==> config.mk <==
export PLATFORM = sky130hd
export DESIGN_NAME = stable_sorted_priority_queue
export DESIGN_NICKNAME = d
export VERILOG_FILES = /design/src/hw/rtl/sspq_pkg.sv /design/src/hw/rtl/sspq_ctrl.sv /design/src/hw/rtl/sspq_dpath.sv /design/src/hw/rtl/stable_sorted_priority_queue.sv
export VERILOG_INCLUDE_DIRS = /design/src /design/src/hw/rtl
export SDC_FILE = /design/constraint.sdc
export NUM_CORES = 1
export LEC_CHECK = 0
export BUFFER_PORTS_ARGS = -buffer_cell sky130_fd_sc_hd__clkbuf_2
export CORE_UTILIZATION = 50
export CTS_CLUSTER_SIZE = 30
export DETAILED_ROUTE_END_ITERATION = 10
export HOLD_SLACK_MARGIN = 0.05
export PLACE_DENSITY = 0.63
export SLEW_MARGIN = 10
export SYNTH_ARGS = -nofsm -noshare
export SYNTH_HDL_FRONTEND = slang
export SYNTH_SLANG_ARGS = --single-unit
==> constraint.sdc <==
create_clock -name clk -period 10.51 [get_ports clk]
set_clock_uncertainty 0.05 [all_clocks]
set_input_delay 1.5765 -clock clk [delete_from_list [all_inputs] [get_ports clk]]
set_output_delay 1.5765 -clock clk [all_outputs]
set_load 0.03 [all_outputs]
==> src/hw/rtl/stable_sorted_priority_queue_defines.svh <==
// ---------------------------------------------------------------------------
// Assertion macros for the stable sorted priority queue
// Shared immediate-style wrappers around clocked concurrent assertions.
// ---------------------------------------------------------------------------
`ifndef STABLE_SORTED_PRIORITY_QUEUE_DEFINES_SVH
`define STABLE_SORTED_PRIORITY_QUEUE_DEFINES_SVH

// Same-cycle implication, checked on every rising edge outside reset.
`define SSPQ_ASSERT_NOW(label, ante, cons, msg) \
  label: assert property (@(posedge clk) disable iff (!rst_n) (ante) |-> (cons)) \
    else $error(msg);

// Next-cycle implication, checked on every rising edge outside reset.
`define SSPQ_ASSERT_NEXT(label, ante, cons, msg) \
  label: assert property (@(posedge clk) disable iff (!rst_n) (ante) |=> (cons)) \
    else $error(msg);

`endif

==> src/hw/rtl/sspq_pkg.sv <==
// ---------------------------------------------------------------------------
// sspq_pkg
// Types and constants shared by the priority queue controller and datapath.
// ---------------------------------------------------------------------------
package sspq_pkg;

  localparam int DEFAULT_DEPTH   = 16;
  localparam int VALUE_WIDTH     = 16;
  localparam int PRIORITY_WIDTH  = 8;
  localparam int ELEMENT_COUNT_W = 5;

  typedef enum logic {
    OP_ENQUEUE = 1'b0,
    OP_DEQUEUE = 1'b1
  } opcode_t;

  typedef enum logic [1:0] {
    STATUS_OK    = 2'd0,
    STATUS_FULL  = 2'd1,
    STATUS_EMPTY = 2'd2
  } status_t;

  typedef struct packed {
    opcode_t                   opcode;
    logic [VALUE_WIDTH-1:0]    item_value;
    logic [PRIORITY_WIDTH-1:0] item_priority;
  } in_item_t;

  typedef struct packed {
    logic [VALUE_WIDTH-1:0]     out_value;
    logic                       out_valid;
    status_t                    status;
    logic [ELEMENT_COUNT_W-1:0] element_count;
  } out_item_t;

  typedef enum logic {
    ST_IDLE = 1'b0,
    ST_EXEC = 1'b1
  } ctrl_state_t;

  // Commands from the controller to the datapath.
  typedef struct packed {
    logic capture;
    logic execute;
  } dp_cmd_t;

endpackage

==> src/hw/rtl/sspq_ctrl.sv <==
// ---------------------------------------------------------------------------
// sspq_ctrl
// Controller: takes one item, schedules its update, and owns result valid.
// ---------------------------------------------------------------------------
`include "stable_sorted_priority_queue_defines.svh"

module sspq_ctrl (
  input  logic             clk,
  input  logic             rst_n,
  input  logic             in_valid,
  output logic             in_ready,
  output logic             out_valid,
  input  logic             out_ready,
  output sspq_pkg::dp_cmd_t cmd
);

  sspq_pkg::ctrl_state_t state_r, state_nxt;
  logic                  out_valid_r, out_valid_nxt;
  logic                  res_free;

  always_ff @(posedge clk) begin
    if (!rst_n) begin
      state_r     <= sspq_pkg::ST_IDLE;
      out_valid_r <= 1'b0;
    end else begin
      state_r     <= state_nxt;
      out_valid_r <= out_valid_nxt;
    end
  end

  // The result register is free when empty or drained at this edge.
  assign res_free = !out_valid_r || out_ready;

  always_comb begin
    state_nxt   = state_r;
    in_ready    = 1'b0;
    cmd.capture = 1'b0;
    cmd.execute = 1'b0;
    unique case (state_r)
      sspq_pkg::ST_IDLE: begin
        in_ready = 1'b1;
        if (in_valid) begin
          cmd.capture = 1'b1;
          state_nxt   = sspq_pkg::ST_EXEC;
        end
      end
      sspq_pkg::ST_EXEC: begin
        if (res_free) begin
          cmd.execute = 1'b1;
          state_nxt   = sspq_pkg::ST_IDLE;
        end
      end
      default: state_nxt = sspq_pkg::ST_IDLE;
    endcase
  end

  always_comb begin
    if (cmd.execute) begin
      out_valid_nxt = 1'b1;
    end else if (out_ready) begin
      out_valid_nxt = 1'b0;
    end else begin
      out_valid_nxt = out_valid_r;
    end
  end

  assign out_valid = out_valid_r;

  `SSPQ_ASSERT_NOW(a_exec_needs_free_result, cmd.execute, res_free, "result overwritten")
  `SSPQ_ASSERT_NEXT(a_one_item_in_flight, in_valid && in_ready, !in_ready, "second item taken")
  `SSPQ_ASSERT_NEXT(a_exec_shows_result, cmd.execute, out_valid_r, "result not presented")

endmodule

==> src/hw/rtl/sspq_dpath.sv <==
// ---------------------------------------------------------------------------
// sspq_dpath
// Datapath: request register, sorted cell chain, fill count, result register.
// ---------------------------------------------------------------------------
`include "stable_sorted_priority_queue_defines.svh"

module sspq_dpath #(
  parameter int DEPTH = sspq_pkg::DEFAULT_DEPTH
) (
  input  logic                clk,
  input  logic                rst_n,
  input  sspq_pkg::dp_cmd_t   cmd,
  input  sspq_pkg::in_item_t  in_data,
  output sspq_pkg::out_item_t out_data
);

  localparam int COUNT_W = $clog2(DEPTH + 1);

  sspq_pkg::in_item_t  req_r;
  sspq_pkg::out_item_t res_r, res_nxt;

  logic [sspq_pkg::VALUE_WIDTH-1:0]    val_r   [DEPTH];
  logic [sspq_pkg::VALUE_WIDTH-1:0]    val_nxt [DEPTH];
  logic [sspq_pkg::PRIORITY_WIDTH-1:0] pri_r   [DEPTH];
  logic [sspq_pkg::PRIORITY_WIDTH-1:0] pri_nxt [DEPTH];
  logic [COUNT_W-1:0]                  count_r, count_nxt;

  logic [DEPTH-1:0] ge;
  logic             full, empty;

  always_ff @(posedge clk) begin
    if (!rst_n) begin
      count_r <= '0;
    end else begin
      count_r <= count_nxt;
    end
  end

  always_ff @(posedge clk) begin
    if (cmd.capture) begin
      req_r <= in_data;
    end
    res_r <= res_nxt;
    for (int i = 0; i < DEPTH; i++) begin
      val_r[i] <= val_nxt[i];
      pri_r[i] <= pri_nxt[i];
    end
  end

  assign full  = (count_r == COUNT_W'(DEPTH));
  assign empty = (count_r == '0);

  // Each occupied cell whose priority is at least the new one keeps its
  // entry; the chain is sorted, so these cells form a prefix.
  always_comb begin
    for (int i = 0; i < DEPTH; i++) begin
      ge[i] = (COUNT_W'(i) < count_r) && (pri_r[i] >= req_r.item_priority);
    end
  end

  always_comb begin
    for (int i = 0; i < DEPTH; i++) begin
      val_nxt[i] = val_r[i];
      pri_nxt[i] = pri_r[i];
    end
    count_nxt = count_r;
    res_nxt   = res_r;

    if (cmd.execute) begin
      res_nxt.out_value = '0;
      res_nxt.out_valid = 1'b0;
      res_nxt.status    = sspq_pkg::STATUS_OK;
      if (req_r.opcode == sspq_pkg::OP_ENQUEUE) begin
        if (full) begin
          res_nxt.status = sspq_pkg::STATUS_FULL;
        end else begin
          if (!ge[0]) begin
            val_nxt[0] = req_r.item_value;
            pri_nxt[0] = req_r.item_priority;
          end
          for (int i = 1; i < DEPTH; i++) begin
            if (!ge[i]) begin
              if (ge[i-1]) begin
                val_nxt[i] = req_r.item_value;
                pri_nxt[i] = req_r.item_priority;
              end else begin
                val_nxt[i] = val_r[i-1];
                pri_nxt[i] = pri_r[i-1];
              end
            end
          end
          count_nxt = count_r + COUNT_W'(1);
        end
      end else begin
        if (empty) begin
          res_nxt.status = sspq_pkg::STATUS_EMPTY;
        end else begin
          res_nxt.out_value = val_r[0];
          res_nxt.out_valid = 1'b1;
          for (int i = 0; i < DEPTH - 1; i++) begin
            val_nxt[i] = val_r[i+1];
            pri_nxt[i] = pri_r[i+1];
          end
          count_nxt = count_r - COUNT_W'(1);
        end
      end
      res_nxt.element_count = sspq_pkg::ELEMENT_COUNT_W'(count_nxt);
    end
  end

  assign out_data = res_r;

  `SSPQ_ASSERT_NOW(a_count_in_range, 1'b1, count_r <= COUNT_W'(DEPTH), "fill count overflow")
  `SSPQ_ASSERT_NEXT(a_dequeue_count, cmd.execute && !empty && req_r.opcode == sspq_pkg::OP_DEQUEUE, count_r == $past(count_r) - COUNT_W'(1), "dequeue count slip")

endmodule

==> src/hw/rtl/stable_sorted_priority_queue.sv <==
// ---------------------------------------------------------------------------
// stable_sorted_priority_queue
// Bounded priority queue, highest priority first, arrival order among equals.
// ---------------------------------------------------------------------------
// Each item is an enqueue or a dequeue and produces exactly one result item
// carrying the removed value (dequeue), a status (ok, full, empty) and the
// number of entries held afterwards. The request register first latches an
// item; then the cell chain inserts or shifts all entries in parallel and
// loads the result register. The block then takes its next item; while a
// result waits in the output register a new item is still latched, and its
// update waits only until that register is taken.
module stable_sorted_priority_queue #(
  parameter int DEPTH = sspq_pkg::DEFAULT_DEPTH
) (
  input  logic                clk,
  input  logic                rst_n,
  input  logic                in_valid,
  output logic                in_ready,
  input  sspq_pkg::in_item_t  in_data,
  output logic                out_valid,
  input  logic                out_ready,
  output sspq_pkg::out_item_t out_data
);

  sspq_pkg::dp_cmd_t cmd;

  sspq_ctrl u_ctrl (
    .clk       (clk),
    .rst_n     (rst_n),
    .in_valid  (in_valid),
    .in_ready  (in_ready),
    .out_valid (out_valid),
    .out_ready (out_ready),
    .cmd       (cmd)
  );

  sspq_dpath #(
    .DEPTH (DEPTH)
  ) u_dpath (
    .clk      (clk),
    .rst_n    (rst_n),
    .cmd      (cmd),
    .in_data  (in_data),
    .out_data (out_data)
  );

endmodule

# ---- Yosys cells after proc, flatten, opt, wreduce, memory -nomap -nowiden
# Memories as Yosys holds them, arrays and structs flattened.
# Cells that the tools add are included.
dict set report word_totals {
  ff_bits 56
  in_bits 29
  romBits 0
  output_inout_bits 26
  latchBits 0
  word_cells 158
  memories 2
  ramBits 384
}
dict set report classes {
  n_addsub 2
  reduce_logical 21
  n_eq_ne 1
  order_cmp 32
  div 0
  bitwise_logic 2
  mul 0
  mux 88
  shift 0
}
# memory words word_bits read_ports rd_ports_with_merged_regs wr line
set mem_list {}
lappend mem_list {u_dpath.val_r 16 16 16 0 16 sspq_dpath.sv:22} ;# logic [sspq_pkg::VALUE_WIDTH-1:0] val_r [DEPTH];
lappend mem_list {u_dpath.pri_r 16 8 16 0 16 sspq_dpath.sv:24} ;# logic [sspq_pkg::PRIORITY_WIDTH-1:0] pri_r [DEPTH];
# operator n
set ops {}
lappend ops {{16-bit 2-to-1 mux} 32}
lappend ops {{256-bit 2-to-1 mux} 2}
lappend ops {{240-bit 2-to-1 mux} 2}
lappend ops {{128-bit 2-to-1 mux} 2}
lappend ops {{8-bit 2-to-1 mux} 32}
lappend ops {{120-bit 2-to-1 mux} 2}
lappend ops {{8-bit greater-or-equal comparator} 16}
lappend ops {{4-bit by 5-bit < comparator with 1-bit output, first input constant} 8}
lappend ops {{3-bit by 5-bit < comparator with 1-bit output, first input constant} 4}
lappend ops {{1-bit logical AND} 16}
lappend ops {{5-bit 2-to-1 mux} 3}
lappend ops {{1-bit by 5-bit < comparator with 1-bit output, first input constant} 2}
lappend ops {{2-bit by 5-bit < comparator with 1-bit output, first input constant} 2}
lappend ops {{1-bit 2-to-1 mux} 10}
lappend ops {{5-bit by 1-bit adder with 5-bit output, second input constant} 1}
lappend ops {{5-bit == test, second input constant} 1}
lappend ops {{5-bit zero test} 1}
lappend ops {{5-bit by 1-bit subtractor with 5-bit output, second input constant} 1}
lappend ops {{2-bit 2-to-1 mux} 2}
lappend ops {{1-bit inverter} 2}
lappend ops {{1-bit one-hot mux with 2 select lines} 1}
lappend ops {{2-bit nonzero test} 1}
lappend ops {{2-bit OR reduction} 1}
lappend ops {{1-bit zero test} 1}
lappend ops {{1-bit logical OR} 1}

# ---- Depth between registers and ports, before layout
# Gate-level depths: netlist of the first run.
# An unclocked memory read counts as a cell.
dict set report logic_depth {
  word_depth 8
  ltp_mapped 11
  depth_no_buf 7
}

# ---- Cells and area by module
# From an unflattened synthesis of the first run, not the netlist that was laid out.
dict set report hier_totals {
  cells_unflattened 2175
  hier_area_um2 24548.5
}
# module seq_area_each_um2 cells_each n_inst area_per_inst_um2
set modules_own_cells {}
lappend modules_own_cells {sspq_dpath 13102.6 2165 1 24438.4}
lappend modules_own_cells {sspq_ctrl 40.0 10 1 110.1}

# ---- Worst setup path after synthesis of the first run
# No wires, ideal clock.
dict set report synth_timing {
  kind {input to register}
  startpoint {input out_ready}
  endpoint {memory u_dpath.pri_r[0][0] (netlist bit) (enable)}
  arrival_time_ns 4.233
  path_buffers 1
  required_ns 10.018
  setup_time_ns 0.442
  path_slack_ns 5.785
  path_stages 5
  path_cell_list {nand2b_1 -> nand2_1 -> a21oi_1 -> clkbuf_1 -> a21boi_0}
}
# item line
set synth_lines {}
lappend synth_lines {{start: declaration} stable_sorted_priority_queue.sv:21} ;# input logic out_ready,
lappend synth_lines {{end: declaration} sspq_dpath.sv:24}

==> metrics.md, run 1 <==
| Metric | Value |
|---|---|
| Synth warn | 0 |
| Hold_buf cts | 0 |
| Setup Total Neg Slack | 0 ps |
| Cell area after synthesis | 0.0254 mm² |
| Hold Crit Depth | 2 |
| Ratio of cells with drive above 1 in the final layout | 0.131 |
| Post-DP HPWL | 42300 µm |
| Met3 GRT Util | 0.0314 |
| Max frequency | 217 MHz |
| Syn avg cell area | 11.5 µm² |
| DIE AREA | 0.0516 mm² |
| R2r setup slk | 5890 ps |
| Synth unique cells | 54 |
| H-tree Lvls | 2 |
| RSZ-0062 raised after global routing | false |
| Reg clk slew, reported paths | 60 ps |
| Design area | 0.0274 mm² |
| Die X | 227 µm |
| Main synth FF type | edfxtp_1 |
| Met2 Resource Use GR | 0.382 |
| Via count of the first global-routing pass | 17900 |
| Total track usage | 0.241 |
| Area of placed instances | 0.0259 mm² |
| # Max-Cap Violations | 0 |
| Post-route antenna net violation count | 0 |
| Critical path data arrival time | 5020 ps |
| Vias post-DR | 18400 |
| Post-synth ARST share | 0 |
| Clock tree buffer depth | 3 |
| CP endpoint kind | flop |
| Met1 Usage GRT | 0.348 |
| LEAKAGE | 0.0103 µW |
| Max-slew violations | 0 |
| Gpl congestion | 0.817 |
| Post-DR wirelength/cell | 21.5 µm |
| Initial antenna violation count | 0 |
| Gr busiest metal | met2 |
| Reg2Reg Launch Point | u_dpath.req_r[24] |
| Cts bufs inserted | 50 |
| Post-CTS Setup Inserts | 0 |
| Yosys reg bits | 440 |
| Clk Latency, worst-skew pair | 610 ps |
| Crit Path Category | reg2reg |
| CTS Sinks | 440 |
| Net Count, Synth | 2356 |
| Slew margin rel. | 0.201 |
| Global-route wire length before repair | 99800 µm |
| IO Count | 55 |
| Worst min path class | reg2reg |
| CORE AREA | 0.0501 mm² |
| Nets@finish | 2305 |
| Overflow after GRT | 0 |
| Max Fanout on Critical Path | 100 |
| Least-Margin Pin Slew | 1200 ps |
| Synth Instances | 2195 |
| Starting density of the core | 0.506 |
| Via-per-instance ratio | 6.44 |
| Path depth of the worst reg2reg path | 5 |
| Number of synthesized flops with an enable pin | 433 |
| CP required | 10910 ps |
| Most frequent cells in the layout | edfxtp_1, nand2_1, a21oi_1 |
| Maximum VDD drop | 0.132 mV |
| Seq/Total Area, Yosys | 0.518 |
| Synthesis-to-layout area growth | 7.90% |
| HP Start | u_ctrl.out_valid |
| Setup ws final | 5890 ps |
| Setup violators final | 0 |
| Root Buffer | clkbuf_16 |
| Final wirelength | 61500 µm |
| Tmin final | 4620 ps |
| ANT cells | 0 |
| Post-CTS sizing | 0 |
| Initial drt markers | 2218 |
| PortBufs | 54 |
| DRC viols | 0 |
| Place WS | 6030 ps |
| Die span in y | 227 µm |
| Largest net degree at the start of global routing | 209 |
| Min Hold Slack | 460 ps |
| DRT Pass-1 Iters | 6 |
| Worst Setup SP | u_dpath.req_r[24] |
| # rows | 82 |
| Final period utilization | 0.439 |
| Status | finished clean |
| Most common cell after layout, fill and taps aside | edfxtp_1 |
| CTS tree | built |
| Hold violation count in the final report | 0 |
| Pwr dens | 179 mW/mm² |
| Startpoint types | flop |
## synthesized netlist by cell type (all sizes together) (2+ instances only)
cell type,count,share of area
nand2,380,0.056
a2111oi,14,0.015
and2,49,0.012
edfxtp,433,0.51
xnor2,3,0.0010
dfxtp,7,0.0055
ha,132,0.065
clkbuf,95,0.014
mux2,26,0.012
a21boi,16,0.0047
nand2b,19,0.0085
buf,138,0.038
o21bai,2,0.00059
a221o,322,0.13
a211oi,3,0.00089
inv,28,0.0041
o21a,29,0.0086
o41ai,13,0.011
o311ai,14,0.0048
nand4,2,0.00049
nor2,54,0.0080
nand3,17,0.0034
a21o,29,0.0086
xor2,2,0.00069
a21oi,337,0.067
nor3b,3,0.0013
o21ai,11,0.0022
## metrics by stage
step	instances	power (µW)	utilization
2_1_floorplan	2195	3060	-
3_3_place_gp	2764	3280	0.517
3_5_place_dp	2764	3320	0.517
4_1_cts	2856	4910	0.546
5_1_grt	2856	5110	0.546
6_report	2856	4890	0.546
## power breakdown
| group | total (µW) | internal (µW) | switching (µW) | leakage (µW) |
|---|---|---|---|---|
| sequential | 2250 | 2150 | 95.8 | 0.00409 |
| clock | 1600 | 883 | 715 | 0.000726 |
| combinational | 1040 | 386 | 659 | 0.00548 |
| total | 4890 | 3420 | 1470 | 0.0103 |
## layout make-up
cell class	instances	area, µm²
Inverter	28	105
Multi-Input combinational cell	1494	10900
Tap cell	672	841
Clock inverter	32	159
Fill cell	4348	22700
Clock buffer	60	1310
Timing Repair Buffer	130	853
Sequential cell	440	13100
## metal layers
layer  wire [µm]  share of wire
met2       28500           0.46
met4        1100          0.018
met1       27500           0.45
met5           0              0
met3        4400          0.071
## cell families (layout without fill, tap and decap cells)
family,after synthesis,in the layout,share of synthesized area
multiplexers,27,27,0.0119
AND/OR/NAND/NOR,530,530,0.0921
buffers and inverters,261,250,0.0566
flip-flops,440,440,0.518
XOR/XNOR,5,5,0.00173
adder cells (fa/ha/maj),132,132,0.0651
AO/OA/AOI/OAI,800,800,0.254
## critical path, stage by stage, from the launching register on
cell      delay, ps
edfxtp_1        320
buf_4           700
buf_4           950
buf_4           960
buf_4           890
a221o_1         310
## path summary, 6_finish.rpt
kind	endpoint
max	u_dpath.pri_r[0][63]
max reg2reg	u_dpath.pri_r[0][63]
min reg2reg	u_ctrl.out_valid
min	u_ctrl.out_valid
## flip-flops by register name, summed over array words and instances (netlist names)
signal            cells
u_dpath.req_r        25
u_ctrl.state_r        1
u_dpath.val_r       256
u_dpath.count_r       5
u_dpath.out_data     24
u_ctrl.out_valid      1
u_dpath.pri_r       128
Note: power is estimated with default switching activity, not from simulation.
==> run 2: changes to the inputs <==
--- a/config.mk
+++ b/config.mk
@@ -6,6 +6,7 @@
 export SDC_FILE = /design/constraint.sdc
 export NUM_CORES = 1
 export LEC_CHECK = 0
+export ABC_AREA = 1
 export BUFFER_PORTS_ARGS = -buffer_cell sky130_fd_sc_hd__clkbuf_2
 export CORE_UTILIZATION = 50
 export CTS_CLUSTER_SIZE = 30
==> constraint.sdc (replaced) <==
create_clock -name clk -period 4.84 [get_ports clk]
set_clock_uncertainty 0.05 [all_clocks]
set_input_delay 0.726 -clock clk [delete_from_list [all_inputs] [get_ports clk]]
set_output_delay 0.726 -clock clk [all_outputs]
set_load 0.03 [all_outputs]
==> run 2 against run 1 <==
Against the previous run: utilization up 0.25 points; final area up 5.6%; total power up 110%; sequential power up 110%; highest routed layer is now met5.
==> metrics.md, run 2 <==
| Metric | Value |
|---|---|
| Max-slew violations | 0 (unchanged) |
| Worst min path class | in2reg |
| IO Count | 55 (unchanged) |
| Synth Instances | 3352 (+53%) |
| Setup Total Neg Slack | 0 ps (unchanged) |
| Global-route wire length before repair | 125000 µm (+26%) |
| Clock power frac | 0.368 (+0.041) |
| Hold_buf cts | 0 (unchanged) |
| CP peak stage delay | 710 ps (-250 ps) |
| Synth warn | 0 (unchanged) |
| Post-synth ARST share | 0 (unchanged) |
| Path depth of the worst reg2reg path | 11 (+6) |
| # Max-Cap Violations | 0 (unchanged) |
| Slew margin rel. | 0.115 (-0.0858) |
| Status | finished clean |
| Nets@finish | 3472 (+51%) |
| CP required | 5000 ps (-5910 ps) |
| Synthesis-to-layout area growth | 8.37% |
| Cts bufs inserted | 50 (unchanged) |
| Tmin final | 3840 ps (-776 ps) |
| # rows | 84 (+2.4%) |
| PortBufs | 54 (unchanged) |
| Synth unique cells | 31 (-43%) |
| CTS tree | built |
| Total track usage | 0.302 (+0.0618) |
| Post-CTS sizing | 0 (unchanged) |
| Net Count, Synth | 3513 (+49%) |
| CTS Sinks | 440 (unchanged) |
| Clock tree buffer depth | 3 (unchanged) |
| CP endpoint kind | flop |
| Maximum VDD drop | 0.301 mV (+130%) |
| Sequential Power Share | 0.454 (-0.006) |
| Post-route antenna net violation count | 0 (unchanged) |
| Largest net degree at the start of global routing | 201 (-3.8%) |
| Initial antenna violation count | 1 (+1) |
| Internal power | 7250 µW (+110%) |
| Yosys reg bits | 440 (unchanged) |
| Initial drt markers | 2366 (+6.7%) |
| Fillers | 4878 (+12%) |
| Synth top area share | 0.488 (-0.0253) |
| Starting density of the core | 0.506 (about the same) |
| Setup ws final | 1000 ps (-4890 ps) |
| Most frequent cells in the layout | nand2_1, nand3_1, inv_1 |
| Post-DR wirelength/cell | 20.2 µm (-6.0%) |
| Max frequency | 260 MHz (+20%) |
| Gpl congestion | 0.927 (+13%) |
| Non-filler instance count after layout | 4039 (+41%) |
| Switching Share | 0.303 (+0.00227) |
| Root Buffer | clkbuf_16 |
| Number of synthesized flops with an enable pin | 433 (unchanged) |
| Post-CTS Setup Inserts | 0 (unchanged) |
| Vias post-DR | 23100 (+25%) |
| Hold Crit Depth | 1 (-1) |
| CORE AREA | 0.0527 mm² (+5.2%) |
| DRT Pass-1 Iters | 6 (unchanged) |
| Top-count cell post-synth | nand2_1 |
| Die X | 233 µm (+2.5%) |
| Inst Count DP | 3947 (+43%) |
| Via-per-instance ratio | 5.71 (-11%) |
| Syn avg cell area | 7.96 µm² (-31%) |
| Via count of the first global-routing pass | 22200 (+24%) |
| Worst path cell trace | clkinv_1 > ha_1 > nand2_1 > inv_1 > nor2_1 > o21a_1 > nand2_1 > buf_4 > nand2_2 > o21ai_1 > inv_1 |
| Slowest-stage cell, CP | clkinv_1 |
| LEAKAGE | 0.0141 µW (+37%) |
| Commonest cells post-synth | nand2_1, nand3_1, inv_1, edfxtp_1, ha_1 |
| Critical path data arrival time | 4000 ps (-1020 ps) |
| Place WS | 988 ps (-5040 ps) |
| Post-DP HPWL | 55600 µm (+31%) |
| Max FFs per register | 256 (unchanged) |
| Largest Register | u_dpath.val_r |
| Hold violation count in the final report | 0 (unchanged) |
| Max Fanout on Critical Path | 25 (-75%) |
| Least-Margin Pin Slew | 1330 ps (+127 ps) |
| Reg clk slew, reported paths | 60 ps (about the same) |
| Main synth FF type | edfxtp_1 |
| Regs by FF count | u_dpath.val_r: 256 flops, u_dpath.pri_r: 128 flops, u_dpath.req_r: 25 flops |
| Setup violators final | 0 (unchanged) |
| DRC viols | 0 (unchanged) |
| H-tree Lvls | 2 (unchanged) |
| Die span in y | 233 µm (+2.5%) |
| Switch Pwr | 3150 µW (+110%) |
| Startpoint types | flop |
| Pwr dens | 360 mW/mm² (+100%) |
| Clk Latency, worst-skew pair | 610 ps (about the same) |
| Final wirelength | 81800 µm (+33%) |
| Final period utilization | 0.793 (+0.354) |
| Yosys top cell by area | edfxtp_1 |
| Cell area after synthesis | 0.0267 mm² (+5.2%) |
| Crit Path Category | reg2reg |
| Most common cell after layout, fill and taps aside | nand2_1 |
| DIE AREA | 0.0543 mm² (+5.1%) |
| Ratio of cells with drive above 1 in the final layout | 0.0633 (-0.0677) |
| Overflow after GRT | 0 (unchanged) |
| Seq/Total Area, Yosys | 0.493 (-0.0255) |
| RSZ-0062 raised after global routing | false |
| Logic pwr share | 0.179 (-0.035) |
| Dominant cells by area after synthesis | edfxtp_1, nand2_1, nand3_1 |
[run 2: changes by cell type in the layout (fill, tap and decap cells not counted), sizes merged, moves of 24 or more]
cell   before   now
a21o       29     0
inv        28   450
o21ai      11    55
nand3      17   692
mux2       26     0
a221o     322     0
and2       49     0
a21oi     337    42
nand2     380  1227
o22ai       1    25
[run 2: path summary, 6_finish.rpt]
kind / start / to / slack (ps)
min: in_data[23] / u_dpath.req_r[23] / 240
max reg2reg: u_dpath.req_r[7] / u_dpath.val_r[0][59] / 1000
min reg2reg: u_ctrl.out_valid / u_ctrl.out_valid / 450
max: u_dpath.req_r[7] / u_dpath.val_r[0][59] / 1000
[run 2: layer usage]
metal / routed length [µm] / global-route usage / vias to the layer above
met5: 13 / 0 / -
met4: 4100 / 0.150 / 2
met3: 6150 / 0.0464 / 225
met2: 39600 / 0.513 / 1045
met1: 31900 / 0.374 / 11000
li1: - / - / 10800
[run 2: area by class of cell]
type	instances	area, µm²	share of cell area
flip-flops and latches	440	13100	0.455
multi-input cells	2256	10900	0.376
inverters	456	1720	0.0596
clock buffers	61	1310	0.0455
well taps	688	861	0.0298
repair buffers	107	718	0.0249
clock inverters	30	278	0.00961
diodes	1	2.50	0.0000866
[run 2: cells by family after synthesis]
kind of cell / after synthesis / synth area share
flops: 440 / 0.493
compound gates: 141 / 0.0302
simple gates: 1980 / 0.314
buf+inv: 656 / 0.100
fa+ha+maj: 132 / 0.0619
xor+xnor: 3 / 0.000986
[run 2: critical path: cells and delay by family, from the launching register on]
family	cells	cell delay, ps
compound gates	2	220
fa+ha+maj	1	630
buf+inv	4	1660
simple gates	4	550
flops	1	320
[run 2: power groups by stage]
stage                     registers (µW)  logic, µW  clock network [µW]
final                               4720       1860                3820
after detailed placement            4790       1830                   0
after global placement              4790       1780                   0
after global routing                4730       2070                3980
after floorplan                     4740       1290                   0
after CTS                           4710       1840                3850
[run 2: through the flow]
stage	total power, µW	utilization	instance area, µm²	hold slack (ps)
after floorplan	6030	-	26700	445
after detailed placement	6620	0.519	27300	434
after global placement	6570	0.519	27300	417
after CTS	10400	0.549	28900	223
final	10400	0.549	28900	238
after global routing	10800	0.549	28900	235
